`src/iff_pkg.sv`:
```
// Shared types and constants for the integer field formatter.
`timescale 1ns / 1ps

package iff_pkg;

	localparam int ARG_W = 32;
	localparam int NDIG = 10;
	localparam int DIG_W = 4;
	localparam int BCD_W = NDIG * DIG_W;
	localparam int CH_W = 8;

	localparam logic [CH_W-1:0] CH_SPACE = 8'h20;
	localparam logic [CH_W-1:0] CH_MINUS = 8'h2d;
	localparam logic [CH_W-1:0] CH_ZERO = 8'h30;

	// Digit glyphs, entry 0 in the lowest byte.
	localparam logic [15:0][CH_W-1:0] DIGIT_CHARS = "fedcba9876543210";

	typedef logic [DIG_W-1:0] digit_t;

	typedef struct packed {
		logic load;
		logic shift;
		logic measure;
		logic emit;
	} cmd_t;

	typedef struct packed {
		logic hex;
		logic last_char;
	} status_t;

endpackage

```
`src/integer_field_formatter.sv`:
```
// Top level of the integer field formatter: formats one integer request as a padded ASCII field.
// A request is taken at a rising edge with start high and busy low; it carries the kind
// (func: 0 signed decimal, 1 lowercase hex), the 32-bit value, the field width and the
// precision. Width and precision above MAX_FIELD are taken as MAX_FIELD.
// The field comes out one character per cycle on ch, each marked by valid for exactly one
// cycle, with last set on the final character. The receiver cannot hold characters off.
// A decimal request runs the binary-to-BCD shift loop (ST_CONV), then the layout step
// (ST_MEAS), then emits the characters (ST_EMIT).
// A hex request is loaded straight into the digit register and does no shifting in ST_CONV.
// Busy stays high from acceptance until the last character is registered; a field is
// 1 to MAX_FIELD + 1 characters long.
// The next request may be taken in the cycle the last character is shown.
// Reset is asynchronous and active low; it returns the controller to idle and drops valid.
`timescale 1ns / 1ps

module integer_field_formatter #(
	parameter int MAX_FIELD = 48
) (
	input  logic                      clk,
	input  logic                      arst_n,
	input  logic                      start,
	output logic                      busy,
	input  logic                      func,
	input  logic [iff_pkg::ARG_W-1:0] value,
	input  logic [5:0]                width,
	input  logic [5:0]                precision,
	output logic                      valid,
	output logic [iff_pkg::CH_W-1:0]  ch,
	output logic                      last
);

	localparam int CW = $clog2(MAX_FIELD + 2);

	iff_pkg::cmd_t    cmd;
	iff_pkg::status_t status;

	iff_ctrl u_ctrl (
		.clk    (clk),
		.arst_n (arst_n),
		.start  (start),
		.status (status),
		.cmd    (cmd),
		.busy   (busy)
	);

	iff_dp #(
		.MAX_FIELD (MAX_FIELD),
		.CW        (CW)
	) u_dp (
		.clk       (clk),
		.arst_n    (arst_n),
		.cmd       (cmd),
		.func      (func),
		.value     (value),
		.width     (width),
		.precision (precision),
		.status    (status),
		.valid     (valid),
		.ch        (ch),
		.last      (last)
	);

	a_accept_busy: assert property (@(posedge clk) disable iff (!arst_n)
		start && !busy |=> busy)
		else $error("Busy did not rise after an accepted request.");

	a_load_idle: assert property (@(posedge clk) disable iff (!arst_n)
		cmd.load |-> !busy && !cmd.emit && !cmd.shift)
		else $error("Load issued while a request was in progress.");

	a_last_gap: assert property (@(posedge clk) disable iff (!arst_n)
		valid && last |=> !valid)
		else $error("Character emitted right after the end of a field.");

	a_emit_busy: assert property (@(posedge clk) disable iff (!arst_n)
		cmd.emit |-> busy)
		else $error("Character emitted while not busy.");

endmodule

```
`src/iff_dp.sv`:
```
// Datapath of the integer field formatter: digit conversion, field layout and character output.
`timescale 1ns / 1ps

module iff_dp #(
	parameter int MAX_FIELD = 48,
	parameter int CW = $clog2(MAX_FIELD + 2)
) (
	input  logic                           clk,
	input  logic                           arst_n,
	input  iff_pkg::cmd_t                  cmd,
	input  logic                           func,
	input  logic [iff_pkg::ARG_W-1:0]      value,
	input  logic [5:0]                     width,
	input  logic [5:0]                     precision,
	output iff_pkg::status_t               status,
	output logic                           valid,
	output logic [iff_pkg::CH_W-1:0]       ch,
	output logic                           last
);

	logic                                          hex_q;
	logic                                          neg_q;
	logic [CW-1:0]                                 wid_q;
	logic [CW-1:0]                                 prec_q;
	logic [iff_pkg::ARG_W-1:0]                     mag_q;
	logic [iff_pkg::NDIG-1:0][iff_pkg::DIG_W-1:0]  bcd_q;
	logic [CW-1:0]                                 pad_q;
	logic [CW-1:0]                                 sgn_end_q;
	logic [CW-1:0]                                 zero_end_q;
	logic [CW-1:0]                                 last_idx_q;
	logic [CW-1:0]                                 pos_q;
	logic [iff_pkg::CH_W-1:0]                      ch_q;
	logic                                          last_q;
	logic                                          valid_q;

	logic                                          neg_in;
	logic [CW-1:0]                                 wid_c;
	logic [CW-1:0]                                 prec_c;
	logic [iff_pkg::NDIG-1:0][iff_pkg::DIG_W-1:0]  adj_c;
	logic [iff_pkg::BCD_W-1:0]                     adj_flat;
	logic [iff_pkg::BCD_W-1:0]                     bcd_shift;
	logic [iff_pkg::DIG_W-1:0]                     nd_c;
	logic [CW-1:0]                                 nd_w;
	logic [CW-1:0]                                 zeros_c;
	logic [CW-1:0]                                 body_c;
	logic [CW-1:0]                                 total_c;
	logic [CW-1:0]                                 pad_c;
	logic [CW-1:0]                                 sgn_end_c;
	iff_pkg::digit_t                               didx;
	iff_pkg::digit_t                               dsel;
	logic [iff_pkg::CH_W-1:0]                      ch_c;

	assign neg_in = !func && value[iff_pkg::ARG_W-1];
	assign wid_c = (width > 6'(MAX_FIELD)) ? CW'(MAX_FIELD) : CW'(width);
	assign prec_c = (precision > 6'(MAX_FIELD)) ? CW'(MAX_FIELD) : CW'(precision);

	// One double-dabble step: correct each decimal digit, then shift in the next bit.
	always_comb begin
		for (int i = 0; i < iff_pkg::NDIG; i++) begin
			adj_c[i] = (bcd_q[i] >= 4'd5) ? bcd_q[i] + 4'd3 : bcd_q[i];
		end
	end
	assign adj_flat = adj_c;
	assign bcd_shift = {adj_flat[iff_pkg::BCD_W-2:0], mag_q[iff_pkg::ARG_W-1]};

	always_comb begin
		nd_c = 4'd1;
		for (int i = 0; i < iff_pkg::NDIG; i++) begin
			if (bcd_q[i] != '0) begin
				nd_c = 4'(i + 1);
			end
		end
	end

	assign nd_w = CW'(nd_c);
	assign zeros_c = (prec_q > nd_w) ? prec_q - nd_w : '0;
	assign body_c = CW'(neg_q) + zeros_c + nd_w;
	assign total_c = (wid_q > body_c) ? wid_q : body_c;
	assign pad_c = total_c - body_c;
	assign sgn_end_c = pad_c + CW'(neg_q);

	assign didx = iff_pkg::digit_t'(last_idx_q - pos_q);
	assign dsel = bcd_q[didx];

	always_comb begin
		if (pos_q < pad_q) begin
			ch_c = iff_pkg::CH_SPACE;
		end else if (pos_q < sgn_end_q) begin
			ch_c = iff_pkg::CH_MINUS;
		end else if (pos_q < zero_end_q) begin
			ch_c = iff_pkg::CH_ZERO;
		end else begin
			ch_c = iff_pkg::DIGIT_CHARS[dsel];
		end
	end

	always_ff @(posedge clk or negedge arst_n) begin
		if (!arst_n) begin
			valid_q <= 1'b0;
		end else begin
			valid_q <= cmd.emit;
		end
	end

	always_ff @(posedge clk) begin
		if (cmd.load) begin
			hex_q <= func;
			neg_q <= neg_in;
			wid_q <= wid_c;
			prec_q <= prec_c;
			mag_q <= neg_in ? (~value) + 32'd1 : value;
			if (func) begin
				bcd_q <= iff_pkg::BCD_W'(value);
			end else begin
				bcd_q <= '0;
			end
		end else if (cmd.shift) begin
			bcd_q <= bcd_shift;
			mag_q <= {mag_q[iff_pkg::ARG_W-2:0], 1'b0};
		end
		if (cmd.measure) begin
			pad_q <= pad_c;
			sgn_end_q <= sgn_end_c;
			zero_end_q <= sgn_end_c + zeros_c;
			last_idx_q <= total_c - CW'(1);
			pos_q <= '0;
		end
		if (cmd.emit) begin
			ch_q <= ch_c;
			last_q <= (pos_q == last_idx_q);
			pos_q <= pos_q + CW'(1);
		end
	end

	assign status.hex = hex_q;
	assign status.last_char = (pos_q == last_idx_q);
	assign valid = valid_q;
	assign ch = ch_q;
	assign last = last_q;

endmodule

```
`src/iff_ctrl.sv`:
```
// Controller state machine of the integer field formatter.
`timescale 1ns / 1ps

module iff_ctrl (
	input  logic             clk,
	input  logic             arst_n,
	input  logic             start,
	input  iff_pkg::status_t status,
	output iff_pkg::cmd_t    cmd,
	output logic             busy
);

	typedef enum logic [1:0] {ST_IDLE, ST_CONV, ST_MEAS, ST_EMIT} state_t;

	localparam int BW = $clog2(iff_pkg::ARG_W);

	state_t        state_q;
	logic [BW-1:0] bit_q;
	logic          busy_q;

	always_comb begin
		cmd.load = (state_q == ST_IDLE) && start;
		cmd.shift = (state_q == ST_CONV) && !status.hex;
		cmd.measure = (state_q == ST_MEAS);
		cmd.emit = (state_q == ST_EMIT);
	end

	always_ff @(posedge clk or negedge arst_n) begin
		if (!arst_n) begin
			state_q <= ST_IDLE;
			bit_q <= '0;
			busy_q <= 1'b0;
		end else begin
			case (state_q)
				ST_IDLE: begin
					if (start) begin
						state_q <= ST_CONV;
						bit_q <= '0;
						busy_q <= 1'b1;
					end
				end
				ST_CONV: begin
					if (status.hex) begin
						state_q <= ST_MEAS;
					end else begin
						bit_q <= bit_q + BW'(1);
						if (bit_q == BW'(iff_pkg::ARG_W - 1)) begin
							state_q <= ST_MEAS;
						end
					end
				end
				ST_MEAS: begin
					state_q <= ST_EMIT;
				end
				ST_EMIT: begin
					if (status.last_char) begin
						state_q <= ST_IDLE;
						busy_q <= 1'b0;
					end
				end
				default: begin
					state_q <= ST_IDLE;
					busy_q <= 1'b0;
				end
			endcase
		end
	end

	assign busy = busy_q;

endmodule

```
`config.mk`:
```
export PLATFORM = sky130hd
export DESIGN_NAME = integer_field_formatter
export DESIGN_NICKNAME = d
export VERILOG_FILES = /design/src/iff_pkg.sv /design/src/integer_field_formatter.sv /design/src/iff_dp.sv /design/src/iff_ctrl.sv
export SDC_FILE = /design/constraint.sdc
export NUM_CORES = 1
export LEC_CHECK = 0
export BUFFER_PORTS_ARGS = -buffer_cell sky130_fd_sc_hd__buf_2
export CORE_AREA = 3 3 125 127
export DETAILED_ROUTE_END_ITERATION = 6
export DIE_AREA = 0 0 128 130
export GPL_TIMING_DRIVEN = 0
export PLACE_DENSITY = 0.83
export SYNTH_ARGS = -nofsm -noshare
export SYNTH_HDL_FRONTEND = slang
export SYNTH_HIERARCHICAL = 1
export SYNTH_SLANG_ARGS = --single-unit
```
`constraint.sdc`:
```
create_clock -name clk -period 11.3 [get_ports clk]
set_input_delay 1.13 -clock clk [delete_from_list [all_inputs] [get_ports clk]]
set_output_delay 1.13 -clock clk [all_outputs]
set_load 0.05 [all_outputs]
```
==> summary.log, run 1 <==
[logic_synthesis] Cell variety after synth 75
[critical_path] launch instance of the worst register-to-register path u_dp/bcd_q[20]
[cells_and_area] final-stage net count 1091
[place] RePlAce Congestion 0.850
[timing] Tmin final 9.02 ns
[clock_network] number of clock sinks 132
[critical_path] category of the most critical setup path reg2reg
[logic_synthesis] synth top area cells sky130_fd_sc_hd__edfxtp_1, sky130_fd_sc_hd__ha_1, sky130_fd_sc_hd__a21oi_1
[critical_path] start point of the critical path u_dp/bcd_q[20]
[critical_path] cell type of the slowest stage on the worst timing path sky130_fd_sc_hd__a211oi_1
[logic_synthesis] count of flip-flops with a built-in enable after synthesis 123
[cells_and_area] fillcell total 1041
[logic_synthesis] total standard cell area after synthesis 9080 um^2
[logic_synthesis] cell type with the largest total area after synthesis sky130_fd_sc_hd__edfxtp_1
[detailed_routing] post-detailed-route count of antenna-violating nets 0
[clock_network] clock buffers created by TritonCTS 17
[floorplan] I/O pin total 59
[critical_path] startpoint type of the worst setup path register
[grt] number of global-route vias before repair 6654
[logic_synthesis] flip-flop and latch count after synthesis 132
[critical_path] Crit. End Element register
[logic_synthesis] portion of the post-synthesis area used by sequential elements 43.1%
[grt] number of antenna violations at the first check in global routing 0
[logic_synthesis] instance count of the mapped netlist 887
[detailed_routing] DRC violation count after routing 0
[clock_network] Post CTS Setup Buffer Count 0
[cells_and_area] FF/Latch Area 3920 um^2
[floorplan] Placement Rows 44
[detailed_routing] Avg Vias per Cell 5.94
[critical_path] Crit path required time 11.47 ns
[timing] final total negative setup slack 0 ns
[clock_network] root cell of the clock tree sky130_fd_sc_hd__clkbuf_16
[critical_path] Worst path most repeated cell sky130_fd_sc_hd__ha_1
[timing] WHS 0.546 ns
[clock_network] CTS Hold Bufs 0
[timing] skew final 0.0128 ns
[run] count of max-cap constraint violations 0
[clock_network] count of H-tree levels built during CTS 4
[timing] portion of the clock cycle consumed by the worst path in the final layout 79.8%
[logic_synthesis] Post-synth top flop sky130_fd_sc_hd__edfxtp_1
[detailed_routing] average wire per cell in the routed design 17.2 um
[logic_synthesis] share of synthesized registers carrying an async set or reset 6.82%
[critical_path] endpoint of the most critical register-to-register path u_dp/zero_end_q[5]
[min_path] worst hold-check path type in2async
[timing] total setup violations reported at the end of the flow 0
[cells_and_area] Layout area overhead 12.5%
[timing] setup repair after global routing missed its margin false
[floorplan] die extent in x 128 um
[logic_synthesis] synthesis warning total 6
[timing] maximum frequency from static timing analysis 111 MHz
[detailed_routing] violation count after the first detailed-route iteration 528
[grt] wire length of the first global-routing pass 32700 um
[logic_synthesis] area share of the leading cell type in the synthesized netlist 40.7%
[critical_path] max incr delay on CP 0.51 ns
[timing] number of max-slew violations in the final report 0
[clock_network] buffers from clock root to sink, at most 2
[critical_path] Worst R2R Setup Slack 2.28 ns
[timing] Final Hold Viols 0
[critical_path] crit path DAT 9.19 ns
[critical_path] biggest fanout along the worst timing path 10
[clock_network] clock transition at the registers of the reported paths 0.06 ns
[grt] grt ovf 0
[timing] slew of the pin with the lowest slew margin 1.23 ns
[detailed_routing] detailed-router iteration count before antenna repair 5
[floorplan] effective utilization at floorplan 62.5%
[run_status] status completed
[floorplan] area of the core region 14500 um^2
[clock_network] post_cts resized 0
[floorplan] vertical die dimension 130 um
[critical_path] count of cells along the worst register-to-register path 38
[detailed_routing] total via count after detailed routing 6892
[floorplan] die outline area 16600 um^2
[cells_and_area] number of diodes 0
[grt] total global routing track utilization 25.0%
[grt] largest net degree at the start of global routing 50
[place] DPL Wire Length 14200 um
[cells_and_area] multi-input combinational cell area 4750 um^2
[timing] worst max-slew margin expressed relative to the limit 17.9%
[detailed_routing] final WL 20000 um
[clock_network] Worst-Skew Late Latency 0.43 ns
[cells_and_area] layout cell share with drive strength beyond 1 13.2%
[critical_path] destination of the critical timing path u_dp/zero_end_q[5]
[logic_synthesis] Post-Syn Nets 1015
[logic_synthesis] syn avg cell area 10.2 um^2
[place] buffers added on ports 56
[clock_network] TritonCTS clock tree yes
## kinds of logic after synthesis
group                      after synthesis  share of synthesized area (%)
AOI/OAI and AO/OA                      203                           13.8
xor gates and xnor gates                82                           8.15
adders and majority gates               81                           11.6
buffers and inverters                  105                           4.56
DFF                                    132                           43.1
muxes                                   23                           3.87
other                                    2                         0.0827
and+or+nand+nor                        259                           14.9
## registers in the layout, indices dropped and copies added (netlist names), 5 cells and up
name / flops
u_dp/bcd_q: 40
u_dp/mag_q: 32
u_dp/ch: 6
u_dp/last_idx_q: 6
u_dp/pad_q: 6
u_dp/pos_q: 6
u_dp/prec_q: 6
u_dp/sgn_end_q: 6
u_dp/wid_q: 6
u_dp/zero_end_q: 6
u_ctrl/bit_q: 5
## worst max-delay path: cells and delay by family, from the launching register on
| kind | cells | cell delay, ns |
|---|---|---|
| and+or+nand+nor | 6 | 1.14 |
| AOI/OAI and AO/OA | 13 | 2.76 |
| adders and majority gates | 9 | 2.64 |
| xor gates and xnor gates | 5 | 1.12 |
| DFF | 1 | 0.43 |
| buffers and inverters | 5 | 0.64 |
## through the flow
| step | utilization [%] | instances | worst slack [ns] | area, um^2 |
|---|---|---|---|---|
| finish | 70.3 | 1160 | 2.28 | 10200 |
| global route | 70.3 | 1160 | 1.72 | 10200 |
| CTS | 70.3 | 1160 | 2.39 | 10200 |
| detailed placement | 66.2 | 1128 | 2.50 | 9620 |
| global placement | 66.0 | 1127 | 2.72 | 9590 |
| floorplan | - | 887 | 3.67 | 9080 |
## synthesized netlist by cell type, types with 3 or more instances
cell type	count
sky130_fd_sc_hd__a211oi_1	3
sky130_fd_sc_hd__a21o_1	13
sky130_fd_sc_hd__a21oi_1	91
sky130_fd_sc_hd__a22o_1	3
sky130_fd_sc_hd__and2_1	14
sky130_fd_sc_hd__and3_1	5
sky130_fd_sc_hd__buf_4	3
sky130_fd_sc_hd__clkbuf_1	26
sky130_fd_sc_hd__dfrtp_1	9
sky130_fd_sc_hd__edfxtp_1	123
sky130_fd_sc_hd__fa_1	5
sky130_fd_sc_hd__ha_1	75
sky130_fd_sc_hd__inv_1	73
sky130_fd_sc_hd__mux2i_1	10
sky130_fd_sc_hd__mux2i_2	3
sky130_fd_sc_hd__mux4_2	7
sky130_fd_sc_hd__nand2_1	30
sky130_fd_sc_hd__nand2b_1	24
sky130_fd_sc_hd__nand3_1	44
sky130_fd_sc_hd__nor2_1	78
sky130_fd_sc_hd__nor2b_1	9
sky130_fd_sc_hd__nor3_1	9
sky130_fd_sc_hd__nor3b_1	14
sky130_fd_sc_hd__nor4_1	3
sky130_fd_sc_hd__o21ai_0	53
sky130_fd_sc_hd__o31ai_1	11
sky130_fd_sc_hd__o41ai_1	3
sky130_fd_sc_hd__or2_2	6
sky130_fd_sc_hd__or3b_1	3
sky130_fd_sc_hd__or4_1	3
sky130_fd_sc_hd__xnor2_1	35
sky130_fd_sc_hd__xor2_1	44
## cell type report
type	count	share of cell area [%]
multi-input cells	650	46.5
flip-flops and latches	132	38.4
clock buffers	18	4.20
repair buffers	57	3.01
inverters	73	2.68
well taps	184	2.25
clock inverters	14	1.59
plain buffers	32	1.37
## cell usage in the layout, fill, tap and decap left out, types with 24 or more instances in the layout
cell,count
sky130_fd_sc_hd__clkbuf_1,27
sky130_fd_sc_hd__nor2_1,78
sky130_fd_sc_hd__edfxtp_1,123
sky130_fd_sc_hd__nand2b_1,24
sky130_fd_sc_hd__nand2_1,30
sky130_fd_sc_hd__ha_1,75
sky130_fd_sc_hd__nand3_1,44
sky130_fd_sc_hd__xor2_1,44
sky130_fd_sc_hd__buf_2,57
sky130_fd_sc_hd__inv_1,73
sky130_fd_sc_hd__xnor2_1,35
sky130_fd_sc_hd__o21ai_0,53
sky130_fd_sc_hd__a21oi_1,91
## routing by layer
layer	vias up	part of all wire [%]	track usage (%)	routed length [um]
met1	3239	43	32.8	8500
met4	0	2.4	9.49	473
met3	44	6.6	4.22	1320
met5	-	0	0	0
li1	3328	-	-	-
met2	281	48	42.1	9660
## worst min-delay path by stage
stage	start	endpoint	slack, ns	cells past startpoint
floorplan	u_ctrl/bit_q[3]	u_ctrl/bit_q[3]	0.50	2
global placement	u_ctrl/bit_q[4]	u_ctrl/bit_q[4]	0.52	1
detailed placement	u_ctrl/busy	u_ctrl/busy	0.53	2
CTS	arst_n	u_ctrl/busy	0.55	1
global route	arst_n	u_dp/valid	0.56	1
finish	arst_n	u_dp/valid	0.55	1
Power of run 1 is not shown: default switching activity piles up to over one toggle a cycle in this logic, so the estimate is an artifact.
==> run 2, diff against run 1 <==
CORE_AREA = 3 3 126 128   (was 3 3 125 127)
DIE_AREA = 0 0 129 131   (was 0 0 128 130)
PLACE_DENSITY = 0.82   (was 0.83)
clock period = 8.9 ns   (was 11.3 ns; I/O delays follow)
==> summary.log, run 2 (synthesis results as in run 1) <==
[floorplan] effective utilization at floorplan 60.7%
[timing] skew final 0.0140 ns
[clock_network] clock transition at the registers of the reported paths 0.06 ns
[critical_path] launch instance of the worst register-to-register path u_dp/bcd_q[20]
[cells_and_area] most frequent cells in the layout sky130_fd_sc_hd__edfxtp_1, sky130_fd_sc_hd__a21oi_1, sky130_fd_sc_hd__nor2_1
[grt] number of antenna violations at the first check in global routing 0
[critical_path] biggest fanout along the worst timing path 10
[critical_path] Worst R2R Setup Slack 0.45 ns
[floorplan] area of the core region 15000 um^2
[cells_and_area] fillcell total 1124
[cells_and_area] FF/Latch Area 3920 um^2
[timing] WHS 0.321 ns
[cells_and_area] final-stage net count 1091
[place] RePlAce Congestion 0.887
[critical_path] endpoint of the most critical register-to-register path u_dp/zero_end_q[5]
[timing] number of max-slew violations in the final report 0
[clock_network] buffers from clock root to sink, at most 2
[floorplan] Placement Rows 45
[detailed_routing] Avg Vias per Cell 5.85
[critical_path] Crit. End Element register
[grt] number of global-route vias before repair 6536
[cells_and_area] registers with the most flip-flops u_dp/bcd_q x40, u_dp/mag_q x32
[critical_path] destination of the critical timing path u_dp/zero_end_q[5]
[detailed_routing] final WL 19400 um
[clock_network] number of clock sinks 132
[detailed_routing] total via count after detailed routing 6801
[cells_and_area] layout cell share with drive strength beyond 1 13.3%
[critical_path] Crit path required time 9.07 ns
[clock_network] Worst-Skew Late Latency 0.43 ns
[run] count of max-cap constraint violations 0
[floorplan] vertical die dimension 131 um
[min_path] worst hold-check path type in2async
[clock_network] TritonCTS clock tree yes
[grt] grt ovf 0
[critical_path] max incr delay on CP 0.43 ns
[cells_and_area] number of diodes 0
[critical_path] count of cells along the worst register-to-register path 37
[cells_and_area] register ranked first by flip-flop count u_dp/bcd_q
[place] buffers added on ports 56
[timing] Tmin final 8.45 ns
[floorplan] die outline area 16900 um^2
[detailed_routing] average wire per cell in the routed design 16.7 um
[clock_network] CTS Hold Bufs 0
[cells_and_area] max reg flops 40
[cells_and_area] commonest non-fill, non-tap cell in the layout sky130_fd_sc_hd__edfxtp_1
[detailed_routing] violation count after the first detailed-route iteration 551
[timing] Final Hold Viols 0
[run_status] status completed
[critical_path] category of the most critical setup path reg2reg
[floorplan] die extent in x 129 um
[timing] portion of the clock cycle consumed by the worst path in the final layout 94.9%
[critical_path] start point of the critical path u_dp/bcd_q[20]
[place] DPL Wire Length 14100 um
[critical_path] cell type of the slowest stage on the worst timing path sky130_fd_sc_hd__edfxtp_1
[detailed_routing] post-detailed-route count of antenna-violating nets 0
[grt] wire length of the first global-routing pass 31800 um
[timing] worst max-slew margin expressed relative to the limit 24.5%
[timing] final worst setup slack 0.454 ns
[critical_path] Worst path most repeated cell sky130_fd_sc_hd__ha_1
[detailed_routing] DRC violation count after routing 0
[cells_and_area] multi-input combinational cell area 4810 um^2
[critical_path] startpoint type of the worst setup path register
[grt] largest net degree at the start of global routing 49
[detailed_routing] detailed-router iteration count before antenna repair 5
[clock_network] root cell of the clock tree sky130_fd_sc_hd__clkbuf_16
[place] Place WS 0.0918 ns
[timing] maximum frequency from static timing analysis 118 MHz
[critical_path] crit path DAT 8.62 ns
[timing] slew of the pin with the lowest slew margin 1.13 ns
[timing] total setup violations reported at the end of the flow 0
[cells_and_area] Layout area overhead 13.2%
[grt] total global routing track utilization 23.8%
[floorplan] I/O pin total 59
[clock_network] clock buffers created by TritonCTS 17
[clock_network] count of H-tree levels built during CTS 4
[run 2: worst max-delay path: cells and delay by family, from the launching register on]
family                     cells  cell delay (ns)
and+or+nand+nor                5             0.86
DFF                            1             0.43
xor gates and xnor gates       5             1.00
adders and majority gates      9             2.57
buffers and inverters          4             0.56
AOI/OAI and AO/OA             14             2.76
[run 2: final cells by class]
type / instances / share of cell area [%]
buffer: 32 / 1.36
clock buffer: 19 / 4.21
clock inverter: 12 / 1.58
inverter: 73 / 2.67
multi-input combinational: 650 / 46.8
sequential: 132 / 38.1
tap: 188 / 2.29
timing repair buffer: 57 / 2.99
[run 2: worst min-delay path by stage]
stage                    start           endpoint  slack, ns  depth (start not counted)
4_1_cts                 arst_n  u_ctrl/state_q[0]       0.31                          1
2_1_floorplan  u_ctrl/bit_q[3]    u_ctrl/bit_q[3]       0.50                          2
3_3_place_gp   u_ctrl/bit_q[4]    u_ctrl/bit_q[4]       0.52                          1
3_5_place_dp   u_ctrl/bit_q[4]    u_ctrl/bit_q[4]       0.53                          1
5_1_grt                 arst_n  u_ctrl/state_q[0]       0.32                          1
6_report                arst_n  u_ctrl/state_q[0]       0.32                          1
[run 2: metal layers]
metal	GRT usage [%]	vias to the layer above	wire length, um
li1	-	3322	-
met1	31.5	3234	8520
met2	39.7	221	9470
met3	4.59	24	1090
met4	8.09	0	292
met5	0	-	0
[run 2: repair_timing]
action / CTS / global route
setup buffers: 0 / 0
resized for setup: 0 / 9
setup endpoints to repair: 0 / 2
[run 2: metrics by stage]
step,instances,TNS (ns),utilization [%],cell area (um^2)
floorplan,887,0,-,9080
global placement,1131,0,64.1,9600
detailed placement,1132,0,64.3,9630
CTS,1163,0,68.3,10200
global route,1163,-0.00664,68.6,10300
finish,1163,0,68.6,10300
Power of run 2 is left out for the same reason.
==> run 3, diff against run 2 <==
ABC_AREA = 1   (was unset)
CORE_AREA = 3 3 127 129   (was 3 3 126 128)
DIE_AREA = 0 0 130 132   (was 0 0 129 131)
PLACE_DENSITY = 0.83   (was 0.82)
==> summary.log, run 3 <==
[timing] skew final 0.00747 ns
[critical_path] Crit path required time 9.08 ns
[cells_and_area] commonest non-fill, non-tap cell in the layout sky130_fd_sc_hd__inv_1
[grt] wire length of the first global-routing pass 34900 um
[timing] total setup violations reported at the end of the flow 0
[clock_network] Post CTS Setup Buffer Count 0
[cells_and_area] final-stage net count 1305
[critical_path] biggest fanout along the worst timing path 9
[cells_and_area] number of diodes 0
[floorplan] die extent in x 130 um
[logic_synthesis] total standard cell area after synthesis 9380 um^2
[logic_synthesis] synthesis warning total 6
[run_status] status completed
[floorplan] Placement Rows 45
[clock_network] number of clock sinks 132
[cells_and_area] most frequent cells in the layout sky130_fd_sc_hd__inv_1, sky130_fd_sc_hd__nand2_1, sky130_fd_sc_hd__edfxtp_1
[critical_path] Crit. End Element register
[place] RePlAce Congestion 0.897
[cells_and_area] fillcell total 1175
[timing] final total negative setup slack 0 ns
[run] count of max-cap constraint violations 0
[logic_synthesis] cell type with the largest total area after synthesis sky130_fd_sc_hd__edfxtp_1
[clock_network] clock transition at the registers of the reported paths 0.05 ns
[cells_and_area] register ranked first by flip-flop count u_dp/bcd_q
[timing] number of max-slew violations in the final report 0
[grt] grt ovf 0
[floorplan] effective utilization at floorplan 61.9%
[detailed_routing] total via count after detailed routing 7846
[grt] total global routing track utilization 25.4%
[logic_synthesis] list of most frequent post-synthesis cells sky130_fd_sc_hd__inv_1, sky130_fd_sc_hd__nand2_1, sky130_fd_sc_hd__edfxtp_1, sky130_fd_sc_hd__o21ai_0, sky130_fd_sc_hd__nor2_1
[logic_synthesis] synth top area cells sky130_fd_sc_hd__edfxtp_1, sky130_fd_sc_hd__ha_1, sky130_fd_sc_hd__inv_1
[logic_synthesis] Post-Syn Nets 1229
[grt] number of antenna violations at the first check in global routing 0
[clock_network] root cell of the clock tree sky130_fd_sc_hd__clkbuf_16
[timing] slew of the pin with the lowest slew margin 1.07 ns
[floorplan] I/O pin total 59
[place] buffers added on ports 56
[logic_synthesis] flip-flop and latch count after synthesis 132
[floorplan] vertical die dimension 132 um
[cells_and_area] registers with the most flip-flops u_dp/bcd_q x40, u_dp/mag_q x32
[detailed_routing] DRC violation count after routing 0
[grt] number of global-route vias before repair 7553
[logic_synthesis] syn avg cell area 8.52 um^2
[detailed_routing] final WL 21300 um
[timing] maximum frequency from static timing analysis 126 MHz
[timing] setup repair after global routing missed its margin false
[logic_synthesis] Cell variety after synth 57
[clock_network] clock buffers created by TritonCTS 17
[clock_network] post_cts resized 0
[logic_synthesis] share of synthesized registers carrying an async set or reset 6.82%
[clock_network] Worst-Skew Late Latency 0.43 ns
[floorplan] area of the core region 15100 um^2
[critical_path] startpoint type of the worst setup path register
[cells_and_area] Layout area overhead 11.4%
[detailed_routing] violation count after the first detailed-route iteration 726
[clock_network] count of H-tree levels built during CTS 4
[logic_synthesis] portion of the post-synthesis area used by sequential elements 41.8%
[detailed_routing] Avg Vias per Cell 5.69
[cells_and_area] max reg flops 40
[clock_network] TritonCTS clock tree yes
[timing] Final Hold Viols 0
[logic_synthesis] count of flip-flops with a built-in enable after synthesis 123
[place] DPL Wire Length 15900 um
[logic_synthesis] Post-synth top flop sky130_fd_sc_hd__edfxtp_1
[cells_and_area] multi-input combinational cell area 4610 um^2
[critical_path] Worst path most repeated cell sky130_fd_sc_hd__nand2_1
[logic_synthesis] most numerous cell in the Yosys netlist sky130_fd_sc_hd__inv_1
[grt] largest net degree at the start of global routing 47
[critical_path] crit path DAT 8.13 ns
[timing] worst max-slew margin expressed relative to the limit 28.3%
[timing] portion of the clock cycle consumed by the worst path in the final layout 89.3%
[min_path] worst hold-check path type in2async
[critical_path] cell type of the slowest stage on the worst timing path sky130_fd_sc_hd__fa_1
[cells_and_area] FF/Latch Area 3920 um^2
[clock_network] CTS Hold Bufs 0
[critical_path] max incr delay on CP 0.53 ns
[floorplan] die outline area 17200 um^2
[detailed_routing] detailed-router iteration count before antenna repair 5
[cells_and_area] layout cell share with drive strength beyond 1 12.4%
[timing] Tmin final 7.95 ns
[detailed_routing] post-detailed-route count of antenna-violating nets 0
[clock_network] buffers from clock root to sink, at most 2
[critical_path] category of the most critical setup path reg2reg
[logic_synthesis] instance count of the mapped netlist 1101
[detailed_routing] average wire per cell in the routed design 15.4 um
[logic_synthesis] area share of the leading cell type in the synthesized netlist 39.4%
## run 3: worst max-delay path: cells and delay by family, from the launching register on
kind,cells,cell delay [ns]
flip-flops,1,0.48
buffers and inverters,10,0.96
AND/OR/NAND/NOR,20,1.95
AO/OA/AOI/OAI,8,1.15
XOR/XNOR,2,0.32
adder cells (fa/ha/maj),9,2.83
## run 3: layout make-up
class	instances	area share [%]
clock buffers	21	4.21
repair buffers	57	2.94
clock inverters	11	0.838
well taps	188	2.25
flip-flops and latches	132	37.5
multi-input cells	748	44.1
plain buffers	26	1.05
inverters	195	7.07
## run 3: cell families (layout without fill, tap and decap cells)
kind of cell,count (synthesis),in the layout,share of synthesized area (%)
adder cells (fa/ha/maj),80,80,11.1
other,2,2,0.0801
XOR/XNOR,58,58,5.50
AND/OR/NAND/NOR,378,378,18.3
AO/OA/AOI/OAI,230,230,14.2
buffers and inverters,221,310,9.06
flip-flops,132,132,41.8
## run 3: stage by stage
| step | cell area, um^2 | util (%) | hold WS, ns | std cells | worst slack (ns) |
|---|---|---|---|---|---|
| 2_1_floorplan | 9380 | - | 0.448 | 1101 | 1.95 |
| 3_3_place_gp | 9890 | 65.3 | 0.460 | 1345 | 1.13 |
| 3_5_place_dp | 9920 | 65.5 | 0.486 | 1346 | 1.08 |
| 4_1_cts | 10500 | 69.0 | 0.310 | 1378 | 0.992 |
| 5_1_grt | 10500 | 69.0 | 0.317 | 1378 | 0.194 |
| 6_report | 10500 | 69.0 | 0.311 | 1378 | 0.953 |
## run 3: worst paths after layout
| check | start | endpoint | slack (ns) | cells past startpoint |
|---|---|---|---|---|
| setup / recovery | u_dp/bcd_q[32] | u_dp/zero_end_q[5] | 0.95 | 49 |
| hold / removal | arst_n | u_ctrl/bit_q[2] | 0.31 | 1 |
| setup reg to reg | u_dp/bcd_q[32] | u_dp/zero_end_q[5] | 0.95 | 49 |
| hold reg to reg | u_ctrl/bit_q[4] | u_ctrl/bit_q[4] | 0.49 | 2 |
| max in group asynchronous | arst_n | u_ctrl/state_q[1] | 8.41 | 1 |
| min in group clk | u_ctrl/bit_q[4] | u_ctrl/bit_q[4] | 0.49 | 2 |
## run 3: routing by layer
layer  global-route usage, %  part of all wire, %  routed length [um]  vias up
met5                       0                    0                   0        -
met4                    10.5                  2.8                 599        0
met3                    4.17                  8.1                1730       57
met2                    40.6                   47                9970      350
met1                    34.3                   42                8960     3603
li1                        -                    -                   -     3836
Power of run 3 is left out for the same reason.
